<file path="src/sv/pipc_pkg.sv">
// Shared types and constants for the point-in-polygon crossing block.
`timescale 1ns / 1ps

package pipc_pkg;

	// coordinate format: signed two's complement, 8 fraction bits
	localparam int COORD_BITS = 24;
	localparam int DIFF_BITS  = COORD_BITS + 1;
	localparam int PROD_BITS  = 2 * DIFF_BITS;

	// vertex count saturates at the smallest valid polygon
	localparam logic [1:0] MIN_VERTS = 2'd3;

	// edge queue between front and back
	localparam int QDEPTH    = 4;
	localparam int QPTR_BITS = $clog2(QDEPTH);
	localparam int QCNT_BITS = $clog2(QDEPTH + 1);

	// operands of one edge test, already differenced
	typedef struct packed {
		logic                 en;    // edge is live and straddles the point's y
		logic                 f1;    // far end at or above the point's y
		logic [DIFF_BITS-1:0] dy1t;  // y1 - ty
		logic [DIFF_BITS-1:0] dx01;  // x0 - x1
		logic [DIFF_BITS-1:0] dx1t;  // x1 - tx
		logic [DIFF_BITS-1:0] dy01;  // y0 - y1
	} edge_t;

	// one classified vertex on its way to the back end
	typedef struct packed {
		logic  new_poly;  // parity restarts before this vertex
		logic  last;      // result goes out with this vertex
		logic  too_few;   // polygon closed with fewer than three vertices
		edge_t e1;        // previous vertex to this one
		edge_t e2;        // closing edge back to the first vertex
	} item_t;

	// back-end status seen by the top-level checks
	typedef struct packed {
		logic s1_valid;
		logic s1_last;
	} bk_status_t;

	// build the differenced operands for the edge (x0,y0) to (x1,y1)
	function automatic edge_t make_edge(
		input logic [COORD_BITS-1:0] x0,
		input logic [COORD_BITS-1:0] y0,
		input logic [COORD_BITS-1:0] x1,
		input logic [COORD_BITS-1:0] y1,
		input logic [COORD_BITS-1:0] tx,
		input logic [COORD_BITS-1:0] ty
	);
		edge_t e;
		logic  f0;
		e.f1   = $signed(y1) >= $signed(ty);
		f0     = $signed(y0) >= $signed(ty);
		e.en   = f0 ^ e.f1;
		e.dy1t = {y1[COORD_BITS-1], y1} - {ty[COORD_BITS-1], ty};
		e.dx01 = {x0[COORD_BITS-1], x0} - {x1[COORD_BITS-1], x1};
		e.dx1t = {x1[COORD_BITS-1], x1} - {tx[COORD_BITS-1], tx};
		e.dy01 = {y0[COORD_BITS-1], y0} - {y1[COORD_BITS-1], y1};
		return e;
	endfunction

endpackage

</file>
<file path="src/sv/pipc_queue.sv">
// Short queue of classified vertices between front and back end.
`timescale 1ns / 1ps

module pipc_queue import pipc_pkg::*; (
	input  logic  clk,
	input  logic  arst_n,
	input  logic  push,
	input  item_t push_item,
	output logic  full,
	output logic  q_valid,
	output item_t q_item,
	input  logic  pop
);

	item_t                entry_q [QDEPTH];
	logic [QPTR_BITS-1:0] wr_ptr_q, rd_ptr_q;
	logic [QCNT_BITS-1:0] count_q;

	assign full    = count_q == QCNT_BITS'(QDEPTH);
	assign q_valid = count_q != '0;
	assign q_item  = entry_q[rd_ptr_q];

	// entry storage
	always_ff @(posedge clk) begin
		if (push) begin
			entry_q[wr_ptr_q] <= push_item;
		end
	end

	// pointers and fill count
	always_ff @(posedge clk or negedge arst_n) begin
		if (!arst_n) begin
			wr_ptr_q <= '0;
			rd_ptr_q <= '0;
			count_q  <= '0;
		end else begin
			if (push) begin
				wr_ptr_q <= wr_ptr_q + 1'b1;
			end
			if (pop) begin
				rd_ptr_q <= rd_ptr_q + 1'b1;
			end
			unique case ({push, pop})
				2'b10:   count_q <= count_q + 1'b1;
				2'b01:   count_q <= count_q - 1'b1;
				default: count_q <= count_q;
			endcase
		end
	end

endmodule

</file>
<file path="config.mk">
export PLATFORM = sky130hd
export DESIGN_NAME = pipc_queue
export DESIGN_NICKNAME = d
export VERILOG_FILES = /design/src/sv/pipc_pkg.sv /design/src/sv/pipc_queue.sv
export SDC_FILE = /design/constraint.sdc
export NUM_CORES = 1
export LEC_CHECK = 0
export ABC_AREA = 1
export BUFFER_PORTS_ARGS = -buffer_cell sky130_fd_sc_hd__buf_2
export CORE_MARGIN = 5
export CORE_UTILIZATION = 40
export CTS_CLUSTER_DIAMETER = 40
export DETAILED_ROUTE_END_ITERATION = 6
export GPL_TIMING_DRIVEN = 0
export SYNTH_ARGS = -nofsm -noshare
export SYNTH_HDL_FRONTEND = slang
export SYNTH_SLANG_ARGS = --single-unit
</file>
<file path="constraint.sdc">
create_clock -name clk -period 6.3 [get_ports clk]
set_clock_uncertainty 0.15 [all_clocks]
set_input_delay 0.63 -clock clk [delete_from_list [all_inputs] [get_ports clk]]
set_output_delay 0.63 -clock clk [all_outputs]
set_load 0.01 [all_outputs]
</file>
* Word level (Yosys, flattened, before mapping)
Memories as Yosys holds them, arrays and structs flattened.
Index checks and enable logic that the tools add are counted.
W data, S select, Z words.
** Word-level totals
- Register bits :: 7
- Bits in writable memories :: 828
- Output and inout port bits :: 209
- Logic and storage cells :: 16
- Memories :: 1
** Memories
- entry_q :: words 4, width 207, rd ports 1, clocked after memory_dff 0, wr ports 1, RTL line pipc_queue.sv:15 : item_t entry_q [QDEPTH];
** Cells by class
- Add/sub/neg operators :: 4
- Equal/unequal tests :: 3
- Mux-type cells :: 3
- Reductions and logical operators :: 2
** Operator list (number)
- $pmux W3 S2 :: 1
- $add A2 B1 Y2 const B :: 2
- $add A3 B1 Y3 const B :: 1
- $eq A3 B3 Y1 const B :: 1
- $reduce_bool A3 Y1 :: 1
- $sub A3 B1 Y3 const B :: 1
- $eq A2 B1 Y1 const B :: 1
- $eq A2 B2 Y1 const B :: 1
- $mux W1 :: 2
- $reduce_bool A2 Y1 :: 1

* Longest topological paths before layout
- Word-level depth :: 2
- Mapped depth :: 10
- Depth with buffers taken out :: 9

* Worst setup path before layout
Ideal clock, no wire load.
- Kind :: input-to-reg
- Start point :: in push
- End point :: mem entry_q[0][0] (netlist name), enable pin
- Arrival :: 4.941 ns
- Required time :: 5.591 ns
- Slack :: 0.650 ns
- Stages :: 3
- Cells stage by stage :: clkbuf_1 -> nand2_1 -> inv_1
** Between the ends
- Word-level cells in the longest chain between the ends :: 2
** Ends and longest elaborated chain
- start: declaration :: RTL line pipc_queue.sv:7 : input logic push,
- $mux W1 :: RTL line pipc_queue.sv:25 : if (push) begin
- $mux W1 (implied by the code) :: RTL line pipc_queue.sv:26 : entry_q[wr_ptr_q] <= push_item;
- end: declaration :: RTL line pipc_queue.sv:15
Every way passes these cells.

==> summary.txt <==
CP Data Arrival Time: 2.59 ns
Layout Nets: 3360
post-cts gate resize count: 0
wire per inst: 20.8 um
placed insts: 3959
Non-Filler Instances: 4319
endpoints failing setup: 0
hold path start: push_item[51]
synthesized instance count: 2463
top_reg_cell synth: edfxtp_1
RSZ-0062 raised after global routing: no
Hold Path End: entry_q[1][51]
largest net degree at the start of global routing: 101
GRT Overall Usage: 19.5%
clk slew on worst S/H paths: 0.05 ns
final wirelength: 89.7 mm
hpwl dp: 56.5 mm
post-synthesis register bit count: 835
Clk Latency, worst-skew pair: 0.63 ns
number of max-cap violations: 0
initial antenna violation count: 14
FF-to-FF setup slack: 4.12 ns
number of fill cells: 6941
die width: 297 um
Worst-Margin Slew: 0.772 ns
post-route cell area: 41900 um2
clock period minus worst slack: 3.37 ns
critical path peak fanout: 10
DIE AREA: 88400 um2
total grt overflow: 0
CP Launch Type: register
asr flop ratio synth: 0.838%
Worst EP required: 5.52 ns
clk root buf: clkbuf_16
global-route wire length before repair: 133 mm
worst min path class: primary input to register
leakage power: 16.8 nW
fin util: 51.1%
Synth Net Count: 2680
Top-Level Pins: 420
final antenna-violating net count: 0
hold buffer count at CTS: 140
Worst VDD drop: 0.000310 V
Setup WS post-layout: 2.93 ns
TritonCTS Sinks: 835
GPL Wtd Cong: 0.794
share of layout cells above drive strength 1: 22.4%
kind of critical path: register to output pin
Post-synth EDFFs: 828
Area growth syn-to-layout: 26.8%
core area: 82000 um2
DR iter-0 viols: 1499
Worst Hold Margin: 0.0447 ns
CTS H-Tree Depth: 3
synth warn: 0
R2R Path Start: wr_ptr_q[0]
Worst slew margin: 48.5%
Die Y: 297 um
CTS max path bufs: 3
routed via count: 21600
first drt pass iteration count: 5
worst r2r path cells: 5
Starting Density: 40.3%
Area after DPL: 36700 um2
Place WS: 3.56 ns
final worst-path cycle share: 53.5%
DR vias/cell: 5.00
vias in the first global route: 21900
# Post-CTS Setup Buffers: 0
number of CTS-inserted buffers: 112
average footprint of a synthesized cell: 13.4 um2
DRC violation count after routing: 0
status: complete, no violations
reg-to-reg endpoint: entry_q[0][205]
Hold Fails Final Rpt: 0
Post-Syn Area: 33000 um2
hold depth: 1
fin. max-slew vios: 0
pwr dens: 499 nW/um2
f_max: 0.297 GHz
Distinct cells, synth: 19
clock tree from TritonCTS: done
Port Buffers: 418
sequential fraction of the synthesis area: 75.8%
Worst Setup End Kind: output pin
# rows: 105
==> report_power, final <==
| group | switching [W] | total, W | internal [W] |
|---|---|---|---|
| clock network | 0.00244 | 0.00613 | 0.00370 |
| registers | 0.000218 | 0.00748 | 0.00727 |
| logic | 0.00504 | 0.00728 | 0.00224 |
| total | 0.00769 | 0.0209 | 0.0132 |
==> cells in the final DEF (no fill, tap or decap) <==
cell,netlist,routed
nand4_1,1,1
o211ai_1,414,414
nand2_1,632,632
inv_8,0,8
buf_6,3,3
inv_16,0,1
o21ai_0,2,2
buf_4,24,24
bufinv_16,0,9
buf_1,3,3
nor3_1,1,1
inv_4,1,1
buf_16,0,8
inv_6,0,18
dfrtp_1,7,7
inv_1,427,423
clkinv_8,0,3
fa_1,1,1
diode_2,0,9
clkinv_4,0,10
ha_1,5,5
clkinv_16,0,2
clkbuf_1,25,36
buf_2,83,501
xor2_1,3,3
dlygate4sd3_1,0,140
clkinv_2,0,17
clkinv_1,0,15
nand3_1,2,2
clkbuf_16,0,112
edfxtp_1,828,828
xnor2_1,1,1
clkinvlp_4,0,9
==> metrics by stage <==
step	TNS (ns)	total power, W
2_1_floorplan	0	0.0117
3_3_place_gp	-2534.54	0.0151
3_5_place_dp	0	0.0149
4_1_cts	0	0.0212
5_1_grt	0	0.0220
6_report	0	0.0209
==> kinds of logic (layout without fill, tap and decap cells) <==
group	Yosys count	in the layout	synth area share [%]
buffers and inverters	566	1343	7.10
adder cells (fa/ha/maj)	6	6	0.250
XOR/XNOR	4	4	0.106
other	0	9	0
AO/OA/AOI/OAI	416	416	9.45
flip-flops	835	835	75.8
AND/OR/NAND/NOR	636	636	7.25
==> routing by layer <==
metal / wire length (um) / share of wire, % / vias up / global-route usage, %
met1: 36100 / 40 / 10700 / 24.9
li1: - / - / 10000 / -
met4: 2660 / 3.0 / 8 / 6.72
met5: 53 / 0.059 / - / 0
met3: 5720 / 6.4 / 152 / 3.88
met2: 45100 / 50 / 741 / 33.5
==> cells in the mapped netlist, types with 2 or more instances <==
master    count  share of area [%]
inv_1       427                4.9
buf_6         3               0.10
xor2_1        3              0.080
o211ai_1    414                9.4
edfxtp_1    828                 75
clkbuf_1     25               0.28
buf_2        83                1.3
buf_1         3              0.034
o21ai_0       2              0.030
ha_1          5               0.19
buf_4        24               0.55
nand2_1     632                7.2
nand3_1       2              0.030
dfrtp_1       7               0.53
==> critical path: stages (launching register included) <==
cell      delay [ns]
dfrtp_1         0.33
buf_2           0.43
buf_1           0.64
nand2_1         0.15
o211ai_1        0.13
nand2_1         0.09
buf_2           0.15
==> flip-flops by register name, summed over array words and instances, names as in the netlist <==
register  cells
rd_ptr_q      2
entry_q     828
wr_ptr_q      2
count_q       3
==> worst max path at each step <==
stage                start               to  slack (ns)  cells past startpoint
6_report       rd_ptr_q[0]       q_item[31]        2.93                      6
5_1_grt        rd_ptr_q[0]       q_item[34]        2.71                      6
4_1_cts        rd_ptr_q[0]       q_item[34]        2.85                      6
3_5_place_dp   rd_ptr_q[0]       q_item[34]        3.56                      6
3_3_place_gp          push  entry_q[1][181]       -3.16                      3
2_1_floorplan         push    entry_q[0][0]        0.65                      3
==> area by class of cell <==
| type | instances | area, um2 | area share [%] |
|---|---|---|---|
| Antenna cell | 9 | 22.5 | 0.0538 |
| Multi-Input combinational cell | 1062 | 5630 | 13.4 |
| Tap cell | 1070 | 1340 | 3.20 |
| Inverter | 428 | 1640 | 3.92 |
| Buffer | 138 | 734 | 1.75 |
| Clock inverter | 88 | 898 | 2.15 |
| Clock buffer | 123 | 2840 | 6.79 |
| Timing Repair Buffer | 566 | 3710 | 8.87 |
| Sequential cell | 835 | 25000 | 59.8 |
(Power assumes the default switching activity.)
