File: src/sv/pipc_pkg.sv
// Shared types and constants for the point-in-polygon crossing block.
`timescale 1ns / 1ps

package pipc_pkg;

	// coordinate format: signed two's complement, 8 fraction bits
	localparam int COORD_BITS = 24;
	localparam int DIFF_BITS  = COORD_BITS + 1;
	localparam int PROD_BITS  = 2 * DIFF_BITS;

	// vertex count saturates at the smallest valid polygon
	localparam logic [1:0] MIN_VERTS = 2'd3;

	// edge queue between front and back
	localparam int QDEPTH    = 4;
	localparam int QPTR_BITS = $clog2(QDEPTH);
	localparam int QCNT_BITS = $clog2(QDEPTH + 1);

	// operands of one edge test, already differenced
	typedef struct packed {
		logic                 en;    // edge is live and straddles the point's y
		logic                 f1;    // far end at or above the point's y
		logic [DIFF_BITS-1:0] dy1t;  // y1 - ty
		logic [DIFF_BITS-1:0] dx01;  // x0 - x1
		logic [DIFF_BITS-1:0] dx1t;  // x1 - tx
		logic [DIFF_BITS-1:0] dy01;  // y0 - y1
	} edge_t;

	// one classified vertex on its way to the back end
	typedef struct packed {
		logic  new_poly;  // parity restarts before this vertex
		logic  last;      // result goes out with this vertex
		logic  too_few;   // polygon closed with fewer than three vertices
		edge_t e1;        // previous vertex to this one
		edge_t e2;        // closing edge back to the first vertex
	} item_t;

	// back-end status seen by the top-level checks
	typedef struct packed {
		logic s1_valid;
		logic s1_last;
	} bk_status_t;

	// build the differenced operands for the edge (x0,y0) to (x1,y1)
	function automatic edge_t make_edge(
		input logic [COORD_BITS-1:0] x0,
		input logic [COORD_BITS-1:0] y0,
		input logic [COORD_BITS-1:0] x1,
		input logic [COORD_BITS-1:0] y1,
		input logic [COORD_BITS-1:0] tx,
		input logic [COORD_BITS-1:0] ty
	);
		edge_t e;
		logic  f0;
		e.f1   = $signed(y1) >= $signed(ty);
		f0     = $signed(y0) >= $signed(ty);
		e.en   = f0 ^ e.f1;
		e.dy1t = {y1[COORD_BITS-1], y1} - {ty[COORD_BITS-1], ty};
		e.dx01 = {x0[COORD_BITS-1], x0} - {x1[COORD_BITS-1], x1};
		e.dx1t = {x1[COORD_BITS-1], x1} - {tx[COORD_BITS-1], tx};
		e.dy01 = {y0[COORD_BITS-1], y0} - {y1[COORD_BITS-1], y1};
		return e;
	endfunction

endpackage

File: src/sv/pipc_front.sv
// Front end: takes vertices, tracks polygon state, forms edge operands.
`timescale 1ns / 1ps

module pipc_front import pipc_pkg::*; (
	input  logic                  clk,
	input  logic                  arst_n,
	input  logic                  item_valid,
	output logic                  item_stall,
	input  logic [COORD_BITS-1:0] point_x,
	input  logic [COORD_BITS-1:0] point_y,
	input  logic [COORD_BITS-1:0] vertex_x,
	input  logic [COORD_BITS-1:0] vertex_y,
	input  logic                  first_vertex,
	input  logic                  last_vertex,
	input  logic                  q_full,
	output logic                  push,
	output item_t                 push_item
);

	logic [COORD_BITS-1:0] start_x_q, start_y_q, prior_x_q, prior_y_q;
	logic [1:0]            seen_q;
	logic                  new_poly;
	logic [1:0]            cnt_next;
	logic [COORD_BITS-1:0] st_x, st_y;
	edge_t                 e1, e2;

	assign item_stall = q_full;
	assign push       = item_valid && !q_full;

	// classify the vertex against the open polygon
	always_comb begin
		new_poly = first_vertex || (seen_q == 2'd0);
		if (new_poly) begin
			cnt_next = 2'd1;
		end else if (seen_q == MIN_VERTS) begin
			cnt_next = MIN_VERTS;
		end else begin
			cnt_next = seen_q + 2'd1;
		end
		st_x = new_poly ? vertex_x : start_x_q;
		st_y = new_poly ? vertex_y : start_y_q;

		e1    = make_edge(prior_x_q, prior_y_q, vertex_x, vertex_y, point_x, point_y);
		e1.en = e1.en && !new_poly;
		e2    = make_edge(vertex_x, vertex_y, st_x, st_y, point_x, point_y);
		e2.en = e2.en && last_vertex;

		push_item.new_poly = new_poly;
		push_item.last     = last_vertex;
		push_item.too_few  = cnt_next != MIN_VERTS;
		push_item.e1       = e1;
		push_item.e2       = e2;
	end

	// polygon state, updated on every transfer
	always_ff @(posedge clk or negedge arst_n) begin
		if (!arst_n) begin
			start_x_q <= '0;
			start_y_q <= '0;
			prior_x_q <= '0;
			prior_y_q <= '0;
			seen_q    <= 2'd0;
		end else if (push) begin
			start_x_q <= st_x;
			start_y_q <= st_y;
			prior_x_q <= vertex_x;
			prior_y_q <= vertex_y;
			seen_q    <= last_vertex ? 2'd0 : cnt_next;
		end
	end

endmodule

File: config.mk
export PLATFORM = sky130hd
export DESIGN_NAME = pipc_front
export DESIGN_NICKNAME = d
export VERILOG_FILES = /design/src/sv/pipc_pkg.sv /design/src/sv/pipc_front.sv
export SDC_FILE = /design/constraint.sdc
export NUM_CORES = 1
export LEC_CHECK = 0
export ABC_AREA = 1
export BUFFER_PORTS_ARGS = -buffer_cell sky130_fd_sc_hd__buf_4
export CORE_MARGIN = 1
export CORE_UTILIZATION = 58
export DETAILED_ROUTE_END_ITERATION = 8
export GPL_ROUTABILITY_DRIVEN = 0
export PLACE_DENSITY = 0.85
export SLEW_MARGIN = 5
export SYNTH_ARGS = -nofsm -noshare
export SYNTH_HDL_FRONTEND = slang
export SYNTH_SLANG_ARGS = --single-unit
File: constraint.sdc
create_clock -name clk -period 3.3 [get_ports clk]
set_input_delay 0 -clock clk [delete_from_list [all_inputs] [get_ports clk]]
set_output_delay 0 -clock clk [all_outputs]
set_load 0.01 [all_outputs]
# After elaboration in Yosys (flattened, before gate mapping)
# Cells that the tools add are included.
[classes]
bitwise = 2
mux = 5
n_reduce_logical = 7
eq_ne = 2
addsub = 9
magnitude_cmp = 3
[op_table]
columns = ["operator", "count"]
rows = [
  ["subtractor 24 x 24 -> 25 bit", 8],
  [">= comparator 24 bit", 3],
  ["two-way mux 24 bit", 2],
  ["two-way mux 2 bit", 3],
  ["logical AND 1 bit", 3],
  ["adder 2 x 1 -> 2 bit (second input constant)", 1],
  ["equality test 2 bit (second input constant)", 1],
  ["zero test 1 bit", 2],
  ["zero test 2 bit", 1],
  ["inequality test 2 bit (second input constant)", 1],
  ["bitwise XOR 1 bit", 2],
  ["logical OR 1 bit", 1],
]
[totals]
in_bits = 102
output_inout_bits = 209
ff_bits = 98
word_cells = 33

# Depth between registers and ports, before layout
[logic_depth]
depth_word = 6
ltp_mapped = 23
mapped_depth_nobuf = 21

# Worst setup path before layout
# Ideal clock, no wire load.
[synth_timing]
path_kind = "register -> output"
from = "register seen_q[1]"
to = "output push_item[93] in the netlist's numbering"
arrival_ns = 2.689
n_path_buf = 2
t_required_ns = 3.300
stages_incl_launch_ff = 20
setup_slack_ns = 0.611
cell_sequence = "dfrtp_1 > nand2_1 > nand2_1 > inv_2 > buf_6 > buf_2 > nand2_1 > o21ai_0 > ha_1 > inv_1 > fa_1 > nand2_1 > nand3_1 > nand3_1 > nand2_2 > a21oi_2 > o21ai_2 > a21o_1 > nand2_1 > nand2_1"
[synth_rtl]
columns = ["item", "line", "rtl"]
rows = [
  ["from (decl)", "pipc_front.sv:21", "logic [1:0] seen_q;"],
  ["from (signal assigned)", "pipc_front.sv:68", "seen_q <= last_vertex ? 2'd0 : cnt_next;"],
  ["to (decl)", "pipc_front.sv:17", "output item_t push_item"],
]

==> run metrics <==
combinational cell fraction of total power=0.708; first-pass GRT wire length=~75000 µm; vias per inst=5.819; Final Max Tran Viols=0; Avg Cell Area, Syn=roughly 6.5 µm²; Synth Register Bits=between 90 and 100; Rel. slew slack=0.3617; synth cell count leaders=nand2_1, inv_1, ha_1; Routed Antenna Nets=0; DRT iter0 DRCs=1752; Top cell by count, worst path=nand2_1; crit-path max FO=24; initial cell density of the core=0.5960; clock share of power=0.129; multiplexer share of the synthesized area=0; share of total power in sequential cells=0.163; via count=17492; Synthesis Warnings=0; crit end category=output port; Adder-Cell Fraction of Synth Area=0.1905; Post-synth EDFFs=0; net count after synthesis=between 2000 and 3000; total grt overflow=0; worst-path cell chain=nand2_2, nand2_4, clkinv_8, clkbuf_16, o21ai_1, inv_1, ha_1, nand2_1, nor2_1, nand2_1, or2_2, nand3_1, nand2_1, nand2_1, buf_4; TritonCTS clock tree=done; area grow syn2layout=25.31%; Worst-path clk slew=0.08 ns; gr usage total=0.3454; Data required, critical path=~3.3 ns; FFs w/ async S/R, synth=1.000; Total Wirelength=49550 µm; Design Power=9133 µW; sequential fraction of the synthesis area=0.1625; slowest CP cell=ha_1; Internal Pwr Total=4748 µW; Compound-Gate Fraction of Synth Area=0.2020; most numerous cell in the Yosys netlist=nand2_1; Cells after Synth=2337; Worst Path Arrival=3.24 ns; worst min path class=in -> reg; Main synth FF type=dfrtp_1; layout cells sized above 1=0.1891; worst IR drop on VDD=0.2845 mV; post-DP HPWL=39070 µm; DR pass1 iterations=8; Peak Freq=around 300 MHz; Critical Path Source=seen_q[1]; post-synth top area cell=ha_1; final instance area=around 0.019 mm²; core area=0.02533 mm²; clk sink count=98; R2R Path Start=seen_q[1]; buffers added on ports=310; xor/xnor share of the synthesized area=0.09051; Syn Std Cell Area=0.01510 mm²; switching power total=4385 µW; clk root buf=clkbuf_16; synth top area cells=ha_1, dfrtp_1, nand2_1; nets=around 3000; drt drc=0; IO Pins=311; diode count=0; Routed WL per cell=16.48 µm; hold_sp=vertex_x[2]; Placed Area=0.01779 mm²; period utilisation layout=0.9830; share of the synthesized area in the top cell type=0.1799; RSZ-0062 raised after global routing=true; TritonCTS buffer count=9; Site Rows=58; actual slew at the worst max-slew pin=0.9575 ns; largest stage delay on the critical path=0.42 ns; placed cell count=2955; Setup Skew=0.008890 ns; vias in the first global route=15580; final setup margin=roughly 0.056 ns; htree depth=3; Synth cell types=45; Setup violations, final=0; die width=163.3 µm; initial antenna violation count=0; clock buffer depth=2; Crit Path Class=reg -> out; Simple-Gate Fraction of Synth Area=0.2647; status=completed; Leakage=0.01039 µW; clk_lat worst skew=0.35 ns; Die Footprint=around 0.027 mm²; Core Util, Final=0.7469; final worst path period need=3.244 ns; kind of start point of the critical path=flip-flop; Sw Share=0.4801; Hold Vio Cnt, Final=0; PD cells=482.8 mW/mm²; fin cells=around 3000; pre-CTS WS=0.2441 ns; largest family of logic cells by synthesized area=simple AND/OR/NAND/NOR gates; largest net degree at the start of global routing=85; Max-cap violations=0; die height=around 160 µm
## per-layer routing
metal | share of wire | track usage | routed length (µm) | vias up
met4 | 0.035 | 0.1054 | 1722 | 0
met2 | 0.45 | 0.5562 | 22190 | 972
met5 | 0 | 0 | 0 | -
li1 | - | - | - | 8397
met1 | 0.43 | 0.4822 | 21350 | 7975
met3 | 0.086 | 0.03707 | 4278 | 148
## final cells by class
cell class | instances | area, µm²
Timing Repair Buffer | 358 | 2850
Fill cell | 2047 | 6410
Clock buffer | 9 | 225.2
Clock inverter | 6 | 90.09
Tap cell | 330 | 412.9
Multi-Input combinational cell | 1885 | 11670
Sequential cell | 98 | 2452
Inverter | 320 | 1215
## power groups by stage
stage / registers, µW / logic (µW) / clock network, µW
floorplan: 1470 / 3610 / 0
global route: 1510 / 6990 / 1240
detailed placement: 1500 / 5990 / 0
CTS: 1480 / 6050 / 1190
global placement: 1490 / 5860 / 0
finish: 1490 / 6470 / 1180
## worst paths after layout
kind	end	slack [ns]	cells past startpoint
worst max-delay path	push_item[24]	0.06	15
worst min-delay path	prior_x_q[2]	0.002	3
worst max register to register	start_x_q[23]	1.72	6
worst min register to register	prior_x_q[19]	0.50	2
max in group asynchronous	prior_y_q[8]	2.13	3
min in group asynchronous	prior_y_q[23]	0.33	2
## stage by stage
step | setup TNS [ns] | hold WS (ns)
finish | 0 | 0.002077
global placement | 0 | 0.1742
floorplan | 0 | -0.2956
detailed placement | 0 | 0.1894
global route | -0.2934 | 0.005591
CTS | -0.2117 | 0.001544
## what timing repair did
item / 4_1_cts / 5_1_grt
hold buffers: 20 / 0
setup buffers: 0 / 11
hold endpoints to repair: 86 / 0
gates resized for setup: 4 / 132
gates cloned: 0 / 5
pin swaps: 1 / 13
setup endpoints to repair: 19 / 61
## sequential cells by signal (all words and copies together) (netlist names)
signal     cells
prior_x_q     24
prior_y_q     24
start_x_q     24
start_y_q     24
seen_q         2
## worst max-delay path, delay by kind of cell (launching register included)
kind | cells | cell delay (ns)
buf+inv | 4 | 0.54
simple gates | 9 | 1.21
fa+ha+maj | 1 | 0.42
flops | 1 | 0.39
compound gates | 1 | 0.31
## cells in the final DEF (no fill, tap or decap), types with 3 or more instances in the layout
cell type	count
a211oi_1	10
a21boi_0	4
a21o_1	32
a21oi_1	171
a21oi_2	21
a21oi_4	9
a31oi_1	19
buf_4	331
clkbuf_16	14
dfrtp_1	98
dlygate4sd3_1	20
fa_1	5
fa_2	3
ha_1	210
ha_2	6
inv_1	316
nand2_1	639
nand2_2	28
nand3_1	83
nand3_2	6
nand3b_1	14
nand4_1	10
nor2_1	149
nor2_2	10
nor3_1	12
nor3_2	3
nor4_1	10
o21a_1	3
o21ai_0	165
o21ai_1	31
o21ai_2	36
o21ai_4	9
o21bai_1	10
o221a_2	5
xnor2_1	48
xor2_1	108
## kinds of logic after synthesis
group,count (synthesis)
flip-flops,98
XOR/XNOR,156
buffers and inverters,354
AO/OA/AOI/OAI,532
adder cells (fa/ha/maj),225
AND/OR/NAND/NOR,972
No activity file was read; power rests on OpenSTA's default activity.
